==> src/sv/crc16_checked_telemetry_frame_rx_assert.svh <==
// Assertion macros for the telemetry frame receiver.
// Both macros expect clk_i and rst_ni in the scope where they are used.
`ifndef CRC16_CHECKED_TELEMETRY_FRAME_RX_ASSERT_SVH
`define CRC16_CHECKED_TELEMETRY_FRAME_RX_ASSERT_SVH

// Consequent must hold in the same cycle as the antecedent.
`define CFRX_ASSERT_NOW(lbl, ante, cons) \
  lbl: assert property (@(posedge clk_i) disable iff (!rst_ni) (ante) |-> (cons)) \
    else $error("cfrx assertion failed");

// Consequent must hold in the cycle after the antecedent.
`define CFRX_ASSERT_NEXT(lbl, ante, cons) \
  lbl: assert property (@(posedge clk_i) disable iff (!rst_ni) (ante) |=> (cons)) \
    else $error("cfrx assertion failed");

`endif

==> src/sv/cfrx_pkg.sv <==
// Shared types and constants for the telemetry frame receiver.
// No dependencies; used by every module of the block.
package cfrx_pkg;

  localparam int unsigned MAX_FRAME_DEF = 128;
  localparam int unsigned MIN_FRAME     = 19;

  localparam logic [15:0] CRC_INIT = 16'hFFFF;
  localparam logic [15:0] CRC_POLY = 16'hA001;

  // Byte offsets of the captured fields within a frame.
  localparam int unsigned POS_CUR_HI  = 3;
  localparam int unsigned POS_CUR_LO  = 4;
  localparam int unsigned POS_VOLT_B3 = 5;
  localparam int unsigned POS_VOLT_B2 = 6;
  localparam int unsigned POS_VOLT_B1 = 7;
  localparam int unsigned POS_VOLT_B0 = 8;
  localparam int unsigned POS_PWR_HI  = 9;
  localparam int unsigned POS_PWR_LO  = 10;
  localparam int unsigned POS_STATUS  = 12;
  localparam int unsigned POS_TX_TEMP = 17;
  localparam int unsigned POS_RX_TEMP = 18;

  typedef struct packed {
    logic       frame_end;
    logic [7:0] rx_byte;
  } cfrx_item_t;

  typedef struct packed {
    logic              crc_ok;
    logic              too_short;
    logic [15:0]       current_ma;
    logic [31:0]       voltage_mv;
    logic [15:0]       power_w;
    logic [7:0]        status_code;
    logic signed [7:0] tx_temp;
    logic signed [7:0] rx_temp;
  } cfrx_result_t;

endpackage

==> src/sv/cfrx_crc16.sv <==
// One-byte update of the reflected CRC-16 (polynomial 0xA001).
// Depends on cfrx_pkg for the polynomial.
module cfrx_crc16 (
  input  logic [15:0] crc_i,
  input  logic [7:0]  data_i,
  output logic [15:0] crc_o
);
  import cfrx_pkg::*;

  always_comb begin
    logic [15:0] acc;
    acc = crc_i ^ {8'h00, data_i};
    for (int k = 0; k < 8; k++) begin
      if (acc[0]) begin
        acc = (acc >> 1) ^ CRC_POLY;
      end else begin
        acc = acc >> 1;
      end
    end
    crc_o = acc;
  end

endmodule

==> src/sv/cfrx_frame_core.sv <==
// Frame state: byte counter, CRC accumulator, two-byte delay window and field capture.
// Depends on cfrx_pkg and cfrx_crc16; builds the result for a frame-end byte.
module cfrx_frame_core #(
  parameter int unsigned MAX_FRAME = cfrx_pkg::MAX_FRAME_DEF
) (
  input  logic                  clk_i,
  input  logic                  rst_ni,
  input  logic                  fire_i,
  input  cfrx_pkg::cfrx_item_t  item_i,
  output cfrx_pkg::cfrx_result_t result_o
);
  import cfrx_pkg::*;
  `include "crc16_checked_telemetry_frame_rx_assert.svh"

  localparam int unsigned IdxW = $clog2(MAX_FRAME + 1);

  logic [IdxW-1:0] idx_q, idx_d;
  logic [15:0]     crc_q, crc_d, crc_upd, crc_step;
  logic [7:0]      hold0_q, hold1_q;
  logic [15:0]     cur_q, cur_d;
  logic [31:0]     volt_q, volt_d;
  logic [15:0]     pwr_q, pwr_d;
  logic [7:0]      stat_q, stat_d;
  logic [7:0]      txt_q, txt_d;
  logic [7:0]      rxt_q, rxt_d;
  logic [15:0]     rx_crc;
  logic            short_frame;
  logic [7:0]      b;

  assign b = item_i.rx_byte;

  cfrx_crc16 u_crc (
    .crc_i  (crc_q),
    .data_i (hold0_q),
    .crc_o  (crc_step)
  );

  // The oldest window byte enters the CRC once two bytes are buffered.
  assign crc_upd = (idx_q >= IdxW'(2)) ? crc_step : crc_q;

  always_comb begin
    cur_d  = cur_q;
    volt_d = volt_q;
    pwr_d  = pwr_q;
    stat_d = stat_q;
    txt_d  = txt_q;
    rxt_d  = rxt_q;
    if (idx_q == IdxW'(POS_CUR_HI))  cur_d[15:8]   = b;
    if (idx_q == IdxW'(POS_CUR_LO))  cur_d[7:0]    = b;
    if (idx_q == IdxW'(POS_VOLT_B3)) volt_d[31:24] = b;
    if (idx_q == IdxW'(POS_VOLT_B2)) volt_d[23:16] = b;
    if (idx_q == IdxW'(POS_VOLT_B1)) volt_d[15:8]  = b;
    if (idx_q == IdxW'(POS_VOLT_B0)) volt_d[7:0]   = b;
    if (idx_q == IdxW'(POS_PWR_HI))  pwr_d[15:8]   = b;
    if (idx_q == IdxW'(POS_PWR_LO))  pwr_d[7:0]    = b;
    if (idx_q == IdxW'(POS_STATUS))  stat_d        = b;
    if (idx_q == IdxW'(POS_TX_TEMP)) txt_d         = b;
    if (idx_q == IdxW'(POS_RX_TEMP)) rxt_d         = b;
  end

  // Received CRC travels low byte first: previous byte is low, this byte high.
  assign rx_crc      = {b, hold1_q};
  assign short_frame = idx_q < IdxW'(MIN_FRAME - 1);

  always_comb begin
    result_o           = '0;
    result_o.crc_ok    = (idx_q >= IdxW'(1)) && (rx_crc == crc_upd);
    result_o.too_short = short_frame;
    if (!short_frame) begin
      result_o.current_ma  = cur_d;
      result_o.voltage_mv  = volt_d;
      result_o.power_w     = pwr_d;
      result_o.status_code = stat_d;
      result_o.tx_temp     = txt_d;
      result_o.rx_temp     = rxt_d;
    end
  end

  always_comb begin
    idx_d = idx_q;
    crc_d = crc_q;
    if (fire_i) begin
      if (item_i.frame_end) begin
        idx_d = '0;
        crc_d = CRC_INIT;
      end else begin
        crc_d = crc_upd;
        if (idx_q != IdxW'(MAX_FRAME)) idx_d = idx_q + 1'b1;
      end
    end
  end

  always_ff @(posedge clk_i or negedge rst_ni) begin
    if (!rst_ni) begin
      idx_q <= '0;
      crc_q <= CRC_INIT;
    end else begin
      idx_q <= idx_d;
      crc_q <= crc_d;
    end
  end

  // Window and captures are always rewritten before a long frame uses them.
  always_ff @(posedge clk_i) begin
    if (fire_i) begin
      hold0_q <= hold1_q;
      hold1_q <= b;
      cur_q   <= cur_d;
      volt_q  <= volt_d;
      pwr_q   <= pwr_d;
      stat_q  <= stat_d;
      txt_q   <= txt_d;
      rxt_q   <= rxt_d;
    end
  end

  `CFRX_ASSERT_NEXT(a_idx_clear, fire_i && item_i.frame_end, idx_q == '0)
  `CFRX_ASSERT_NEXT(a_crc_clear, fire_i && item_i.frame_end, crc_q == CRC_INIT)
  `CFRX_ASSERT_NEXT(a_idx_step,
      fire_i && !item_i.frame_end && (idx_q != IdxW'(MAX_FRAME)),
      idx_q == IdxW'($past(idx_q) + 1'b1))

endmodule

==> src/sv/crc16_checked_telemetry_frame_rx.sv <==
// Top level of the CRC-16 checked telemetry frame receiver.
// Depends on cfrx_pkg, cfrx_frame_core and cfrx_crc16.

// The block takes one received byte per transaction on the slave stream, with
// tlast on the final byte of a frame, and returns one result transaction per
// frame. The CRC (init 0xFFFF, reflected polynomial 0xA001) covers every byte
// but the last two, which are compared as the received CRC, low byte first.
// Fields are taken big-endian from fixed offsets: current from bytes 3-4,
// voltage from 5-8, power from 9-10, status from 12, signed temperatures from
// 17 (transmitter) and 18 (receiver). A frame of fewer than 19 bytes sets
// too_short and zeroes all fields; a one-byte frame never reports crc_ok.
// The byte counter saturates at MAX_FRAME without disturbing CRC or capture.
// Rate: one byte per clock cycle unless stalled, set by the combinational CRC
// byte update between the input and result registers. The last byte of a frame
// passes both registers before its result is valid. Input stalls only while
// a frame-end byte waits for the result register to be taken.
module crc16_checked_telemetry_frame_rx #(
  parameter int unsigned MAX_FRAME = cfrx_pkg::MAX_FRAME_DEF
) (
  input  logic        clk_i,
  input  logic        rst_ni,
  input  logic        s_axis_tvalid_i,
  output logic        s_axis_tready_o,
  input  logic [7:0]  s_axis_tdata_i,   // [7:0] rx_byte
  input  logic        s_axis_tlast_i,   // frame_end
  output logic        m_axis_tvalid_o,
  input  logic        m_axis_tready_i,
  output logic [87:0] m_axis_tdata_o,   // [15:0] current_ma, [47:16] voltage_mv,
                                        // [63:48] power_w, [71:64] status_code,
                                        // [79:72] tx_temp, [87:80] rx_temp
  output logic [1:0]  m_axis_tuser_o    // [0] crc_ok, [1] too_short
);
  import cfrx_pkg::*;
  `include "crc16_checked_telemetry_frame_rx_assert.svh"

  logic         in_valid_q, in_valid_d;
  cfrx_item_t   in_item_q;
  logic         out_valid_q, out_valid_d;
  cfrx_result_t out_res_q;
  cfrx_result_t core_res;
  logic         out_free;
  logic         proc_fire;

  // Result register is free when empty or its transaction completes now.
  assign out_free  = !out_valid_q || m_axis_tready_i;
  // Non-final bytes produce no result and never wait on the output side.
  assign proc_fire = in_valid_q && (!in_item_q.frame_end || out_free);
  assign s_axis_tready_o = !in_valid_q || proc_fire;

  cfrx_frame_core #(
    .MAX_FRAME (MAX_FRAME)
  ) u_core (
    .clk_i    (clk_i),
    .rst_ni   (rst_ni),
    .fire_i   (proc_fire),
    .item_i   (in_item_q),
    .result_o (core_res)
  );

  always_comb begin
    in_valid_d = in_valid_q;
    if (s_axis_tready_o) in_valid_d = s_axis_tvalid_i;
  end

  always_comb begin
    out_valid_d = out_valid_q;
    if (proc_fire && in_item_q.frame_end) begin
      out_valid_d = 1'b1;
    end else if (m_axis_tready_i) begin
      out_valid_d = 1'b0;
    end
  end

  always_ff @(posedge clk_i or negedge rst_ni) begin
    if (!rst_ni) begin
      in_valid_q  <= 1'b0;
      out_valid_q <= 1'b0;
    end else begin
      in_valid_q  <= in_valid_d;
      out_valid_q <= out_valid_d;
    end
  end

  // Load input per accepted byte, result per fired frame end; else hold.
  always_ff @(posedge clk_i) begin
    if (s_axis_tvalid_i && s_axis_tready_o) begin
      in_item_q.rx_byte   <= s_axis_tdata_i;
      in_item_q.frame_end <= s_axis_tlast_i;
    end
    if (proc_fire && in_item_q.frame_end) begin
      out_res_q <= core_res;
    end
  end

  assign m_axis_tvalid_o = out_valid_q;
  assign m_axis_tdata_o  = {out_res_q.rx_temp, out_res_q.tx_temp, out_res_q.status_code,
                            out_res_q.power_w, out_res_q.voltage_mv, out_res_q.current_ma};
  assign m_axis_tuser_o  = {out_res_q.too_short, out_res_q.crc_ok};

  `CFRX_ASSERT_NOW(a_ready_when_empty, !in_valid_q, s_axis_tready_o)
  `CFRX_ASSERT_NOW(a_stall_on_full_out,
      in_valid_q && in_item_q.frame_end && m_axis_tvalid_o && !m_axis_tready_i,
      !s_axis_tready_o)
  `CFRX_ASSERT_NEXT(a_result_follows_end, proc_fire && in_item_q.frame_end,
      m_axis_tvalid_o)

endmodule
==> config.mk <==
export PLATFORM = sky130hd
export DESIGN_NAME = crc16_checked_telemetry_frame_rx
export DESIGN_NICKNAME = d
export VERILOG_FILES = /design/src/sv/cfrx_pkg.sv /design/src/sv/cfrx_crc16.sv /design/src/sv/cfrx_frame_core.sv /design/src/sv/crc16_checked_telemetry_frame_rx.sv
export VERILOG_INCLUDE_DIRS = /design/src /design/src/sv
export SDC_FILE = /design/constraint.sdc
export NUM_CORES = 1
export LEC_CHECK = 0
export BUFFER_PORTS_ARGS = -buffer_cell sky130_fd_sc_hd__buf_4
export CAP_MARGIN = 30
export CELL_PAD_IN_SITES_DETAIL_PLACEMENT = 2
export CELL_PAD_IN_SITES_GLOBAL_PLACEMENT = 2
export CORE_MARGIN = 4
export CORE_UTILIZATION = 43
export CTS_CLUSTER_DIAMETER = 50
export CTS_CLUSTER_SIZE = 30
export DETAILED_ROUTE_END_ITERATION = 6
export GPL_TIMING_DRIVEN = 1
export PLACE_DENSITY_LB_ADDON = 0.1
export SLEW_MARGIN = 20
export SYNTH_ARGS = -nofsm -noshare
export SYNTH_HDL_FRONTEND = slang
export SYNTH_SLANG_ARGS = --single-unit
==> constraint.sdc <==
create_clock -name clk_i -period 5.02 [get_ports clk_i]
set_input_delay 1.004 -clock clk_i [delete_from_list [all_inputs] [get_ports clk_i]]
set_output_delay 1.004 -clock clk_i [all_outputs]
set_load 0.005 [all_outputs]
==> flow_metrics.tcl, run 1 <==
set metrics [dict create \
    rows 56 \
    worstRegToRegCells 10 \
    synth_warnings 0 \
    max_cap_viol_count 0 \
    critical_path_required_ns 5.36 \
    netlist_top_cells_area "edfxtp_1, mux2_2, o41a_1" \
    ys_ff_latch 229 \
    yosysTopAreaCell "edfxtp_1" \
    start_util 0.438 \
    drtPass1Iterations 4 \
    io_pins 105 \
    outcome "finished, final reports clean" \
    clock_sinks 229 \
    postSynthCellCount 669 \
    synth_area_um2 10300 \
    ys_top_cells_by_count "edfxtp_1, mux2_2, o41a_1, clkbuf_1, nand2_1" \
    dp_hpwl_um 16700 \
    cp_slowest_cell "dfrtp_1" \
    worst_pin_slew_ns 0.992 \
    cts-root-buf "clkbuf_16" \
    hold_ws_ns 0.391 \
    antenna_found_initial 0 \
    placed_cells 1046 \
    syn_to_final_growth_pct 19.6 \
    io_buffers 104 \
    final_cells 1098 \
    hp-class "input port to async pin" \
    max_freq_ghz 0.314 \
    via_per_inst 5.78 \
    path_cells "inv_1 > ha_1 > nor4_1 > nand2_1 > buf_6 > mux2i_1 > xor2_1 > nand3_1 > a2111oi_0 > nor4b_2" \
    core_um2 23500 \
    via_count 6341 \
    cts_resized 0 \
    leakagePower_nw 4.37 \
    post_cts_buffers 0 \
    cts_tree "built" \
    postSynthAreaPerCell_um2 15.4 \
    synthFlopType "edfxtp_1" \
    power.density_nw_per_um2 459 \
    wire_per_inst_um 25.5 \
    r2r_end "m_axis_tuser_o[0]" \
    skew_ns 0.0321 \
    r2r-start "u_core.idx_q[0]" \
    reg2reg_slack_ns 1.84 \
    yosysSeqAreaShare 0.657 \
    hold_buffers 0 \
    clk_latency_ns 0.55 \
    synth_edf_count 203 \
    crit_arrival_ns 3.52 \
    hold_viol_final 0 \
    track_usage 0.210 \
    die_w_um 163 \
    layout_min_cycle_time_ns 3.18 \
    antenna_cells 0 \
    grt_pass1_wl_um 43500 \
    slew_headroom 0.339 \
    dr.first_iter.drc_count 380 \
    synth_cell_type_count 48 \
    drc_errors 0 \
    rsz0062_at_grt "false" \
    cts_buffer_depth 3 \
    yosysMostFrequentCell "edfxtp_1" \
    finalSetupViolCount 0 \
    worstSetupStartpointType "flop" \
    fin_total_pwr_mw 5.66 \
    path_clk_slew_ns 0.08 \
    utilization 0.523 \
    synth_top_area_share 0.592 \
    htreeDepth 1 \
    crit_type "flop to flop" \
    wl_um 28000 \
    routabilityCongestion 0.873 \
    slowest_delay_ns 0.54 \
    fill_cells 2179 \
    nNetsFinal 777 \
    cts_buffers 27 \
    timing.final.crit_share 0.634 \
    grt_pass1_vias 7098 \
    fp.dieH_um 163 \
    syn_nets 687 \
    grt.overflow.total 0 \
    finalSetupTns_ns 0 \
    finalMaxSlewViolations 0 \
    grt_max_degree 84 \
    peakVddDrop_mv 0.238 \
    worstSetupEndpointType "flop" \
    layout-drive-gt1-share 0.352 \
    async_flop_share 0.114 \
    die_area_um2 26500 \
    critPathMaxFanout 17 \
    final_antenna_net_count 0 \
]
==> cells in the final DEF, fill, tap and decap left out, types with 3 or more instances in the layout <==
master	Yosys	routed
dfrtp_1	10	7
o22a_1	20	20
nor2b_1	12	12
o21ai_0	19	19
nor2_1	25	25
clkbuf_16	0	27
inv_12	0	3
xnor2_2	7	7
o41a_1	77	77
mux2_2	77	77
nor3_1	7	7
mux2i_1	6	6
edfxtp_1	203	203
dfstp_2	16	16
a21oi_1	12	12
inv_1	8	8
xnor2_1	16	16
xor2_1	17	17
nand3_1	4	4
nand2_1	29	29
inv_16	0	3
o22ai_1	3	3
inv_6	0	3
buf_4	0	114
dfrtp_2	0	3
clkinv_8	0	3
nand4_1	5	5
ha_1	5	5
nand2b_1	5	5
==> worst max-delay path by stage <==
stage | startpoint | to | slack [ns]
after floorplan | m_axis_tready_i | u_core.cur_q[0] | 0.03
after global routing | u_core.idx_q[0] | m_axis_tuser_o[0] | 1.61
after global placement | m_axis_tready_i | u_core.crc_q[4] | 1.82
final | u_core.idx_q[0] | m_axis_tuser_o[0] | 1.84
after CTS | u_core.idx_q[0] | m_axis_tuser_o[0] | 1.62
after detailed placement | u_core.idx_q[0] | m_axis_tuser_o[0] | 1.73
==> power breakdown <==
group,internal [mW],total [mW],switching (mW)
Combinational,0.547,1.19,0.642
Sequential,2.32,2.47,0.157
Clock,1.07,1.99,0.927
Total,3.93,5.66,1.73
==> through the flow <==
stage | setup WS [ns] | instance area, µm²
CTS | 1.62 | 12300
global route | 1.61 | 12300
global placement | 1.82 | 11400
floorplan | 0.0300 | 10300
detailed placement | 1.73 | 11400
finish | 1.84 | 12300
==> critical path, delay by kind of cell (launching register included) <==
kind	cells	cell delay [ns]
XOR/XNOR	1	0.19
flip-flops	1	0.54
buffers and inverters	2	0.44
multiplexers	1	0.22
adder cells (fa/ha/maj)	1	0.27
AND/OR/NAND/NOR	4	0.98
AO/OA/AOI/OAI	1	0.33
==> layout make-up <==
class | count | area (µm²) | share of cell area
clock buffers | 28 | 679 | 0.0551
clock inverters | 21 | 248 | 0.0201
inverters | 9 | 36.3 | 0.00294
multi-input cells | 376 | 3310 | 0.268
flip-flops and latches | 229 | 6770 | 0.549
well taps | 319 | 399 | 0.0324
repair buffers | 116 | 882 | 0.0716
==> metal layers <==
layer	GRT usage	wire length, µm	share of wire
met1	0.274	11700	0.42
met2	0.369	14500	0.52
met3	0.0342	1300	0.046
met4	0.0473	547	0.020
met5	0	0	0
==> cell families (layout without fill, tap and decap cells) <==
logic type               after synthesis  after routing  synth area share
AO/OA/AOI/OAI                        144            144             0.128
XOR/XNOR                              43             43            0.0452
adder cells (fa/ha/maj)                5              5           0.00607
buffers and inverters                 64            174            0.0239
flip-flops                           229            229             0.657
multiplexers                          83             83            0.0900
AND/OR/NAND/NOR                      101            101            0.0501
==> flip-flops by register name, summed over array words and instances, names as in the netlist, 9 cells and up <==
register,flops
u_core.pwr_q,16
u_core.cur_q,16
u_core.crc_q,16
u_core.volt_q,32
in_item_q,9
m_axis_tdata_o,88
Note: power is estimated with default switching activity, not from simulation.
==> run 2: changes to the inputs <==
- clock period: 5.02 -> 3.3 ns (I/O delays scaled with it)
==> flow_metrics.tcl, run 2 (same netlist as run 1, synthesis figures left out) <==
set metrics [dict create \
    sw_frac_of_total 0.296 \
    die_area_um2 26500 \
    power.density_nw_per_um2 709 \
    grt.overflow.total 0 \
    final_cell_mix "edfxtp_1, buf_4, mux2_2, o41a_1" \
    grt_max_degree 83 \
    fp.dieH_um 163 \
    routed-wl-met3_um 1080 \
    drtPass1Iterations 4 \
    dp_hpwl_um 17700 \
    p_switching_mw 2.61 \
    crit_arrival_ns 3.32 \
    final_common_cell "edfxtp_1" \
    cts-root-buf "clkbuf_16" \
    wire_per_inst_um 26.4 \
    fin_total_pwr_mw 8.80 \
    topRoutingLayerUsed "met4" \
    path_clk_slew_ns 0.07 \
    layout_min_cycle_time_ns 2.95 \
    cts_buffers 28 \
    antenna_cells 0 \
    dr.first_iter.drc_count 506 \
    hold_buffers 0 \
    r2r_end "m_axis_tuser_o[0]" \
    layout-drive-gt1-share 0.358 \
    skew_ns 0.0173 \
    max_freq_ghz 0.339 \
    start_util 0.438 \
    outcome "finished, final reports clean" \
    critical_path_buf_inv_count 1 \
    utilization 0.527 \
    via_per_inst 5.90 \
    wl_met2_um 15300 \
    final_antenna_net_count 0 \
    fill_cells 2177 \
    syn_to_final_growth_pct 20.5 \
    drc_errors 0 \
    r2r-start "u_core.idx_q[0]" \
    critical_path_required_ns 3.66 \
    crit_type "flop to flop" \
    worst_pin_slew_ns 0.991 \
    rows 56 \
    hold_viol_final 0 \
    pwr-share-seq 0.429 \
    leakagePower_nw 4.41 \
    post_cts_buffers 0 \
    p_comb_frac 0.210 \
    hp-class "input port to async pin" \
    wl_met1_um 12100 \
    track_usage 0.220 \
    rsz0062_at_grt "false" \
    io_buffers 104 \
    cts_buffer_depth 3 \
    io_pins 105 \
    largest_reg_flops 88 \
    antenna_found_initial 0 \
    max_cap_viol_count 0 \
    finalSetupViolCount 0 \
    cp_top_family "simple AND/OR/NAND/NOR gates" \
    worstRegToRegCells 9 \
    worstSetupEndpointType "flop" \
    intPower_mw 6.19 \
    peakVddDrop_mv 0.428 \
    finalMaxSlewViolations 0 \
    grt_pass1_wl_um 45000 \
    cts_resized 0 \
    wl_um 29200 \
    nNetsFinal 782 \
    clock_sinks 229 \
    via_count 6515 \
    finalSetupTns_ns 0 \
    path_cells "inv_1 > ha_1 > nor4_1 > nand2_1 > mux2i_1 > xor2_1 > nand3_1 > a2111oi_0 > nor4b_2" \
    clock_power_share 0.362 \
    die_w_um 163 \
    slowest_delay_ns 0.53 \
    dpl_cell_area_um2 11400 \
    grt_pass1_vias 7238 \
    worstSetupStartpointType "flop" \
    htreeDepth 1 \
    cp_slowest_cell "dfrtp_1" \
    timing.final.crit_share 0.895 \
    slew_headroom 0.339 \
    fin_area_um2 12400 \
    reg2reg_slack_ns 0.35 \
    core_um2 23500 \
    routabilityCongestion 0.862 \
    critPathMaxFanout 12 \
    cts_tree "built" \
    hold_ws_ns 0.0412 \
    clk_latency_ns 0.54 \
]
[run 2: changes by cell type in the layout (fill, tap and decap cells not counted), moves of 3 or more]
cell and delta:
inv_8 +3, buf_4 +4, inv_16 -3, inv_12 -3
inv_6 +3
[run 2: worst max-delay path by stage]
stage | start | end | cells past startpoint
2_1_floorplan | m_axis_tready_i | u_core.cur_q[0] | 5
3_3_place_gp | u_core.idx_q[0] | m_axis_tuser_o[0] | 9
3_5_place_dp | u_core.idx_q[0] | m_axis_tuser_o[0] | 9
4_1_cts | u_core.idx_q[0] | m_axis_tuser_o[0] | 9
5_1_grt | u_core.idx_q[0] | m_axis_tuser_o[0] | 9
6_report | u_core.idx_q[0] | m_axis_tuser_o[0] | 9
[run 2: power by group through the flow]
stage / Combinational [mW] / Clock [mW] / Sequential [mW]
global route: 2.00 / 3.39 / 3.81
CTS: 1.85 / 3.24 / 3.77
finish: 1.85 / 3.18 / 3.77
global placement: 1.72 / 0 / 3.80
detailed placement: 1.81 / 0 / 3.82
floorplan: 1.34 / 0 / 3.73
[run 2: metal layers]
layer / global-route usage / up-vias
li1: - / 2852
met1: 0.279 / 3469
met2: 0.395 / 148
met3: 0.0326 / 46
met4: 0.0564 / 0
met5: 0 / -
[run 2: cell type report]
| type | count | area, µm² | share of cell area |
|---|---|---|---|
| clock inverters | 20 | 233 | 0.0187 |
| clock buffers | 32 | 737 | 0.0594 |
| inverters | 9 | 36.3 | 0.00292 |
| well taps | 319 | 399 | 0.0321 |
| multi-input cells | 376 | 3310 | 0.266 |
| flip-flops and latches | 229 | 6770 | 0.545 |
| repair buffers | 120 | 933 | 0.0752 |
[run 2: stage by stage]
step / instances / setup WS (ns)
after floorplan: 669 / 0.304
after global placement: 1052 / 0.546
after detailed placement: 1053 / 0.417
after CTS: 1105 / 0.333
after global routing: 1105 / 0.0243
final: 1105 / 0.347
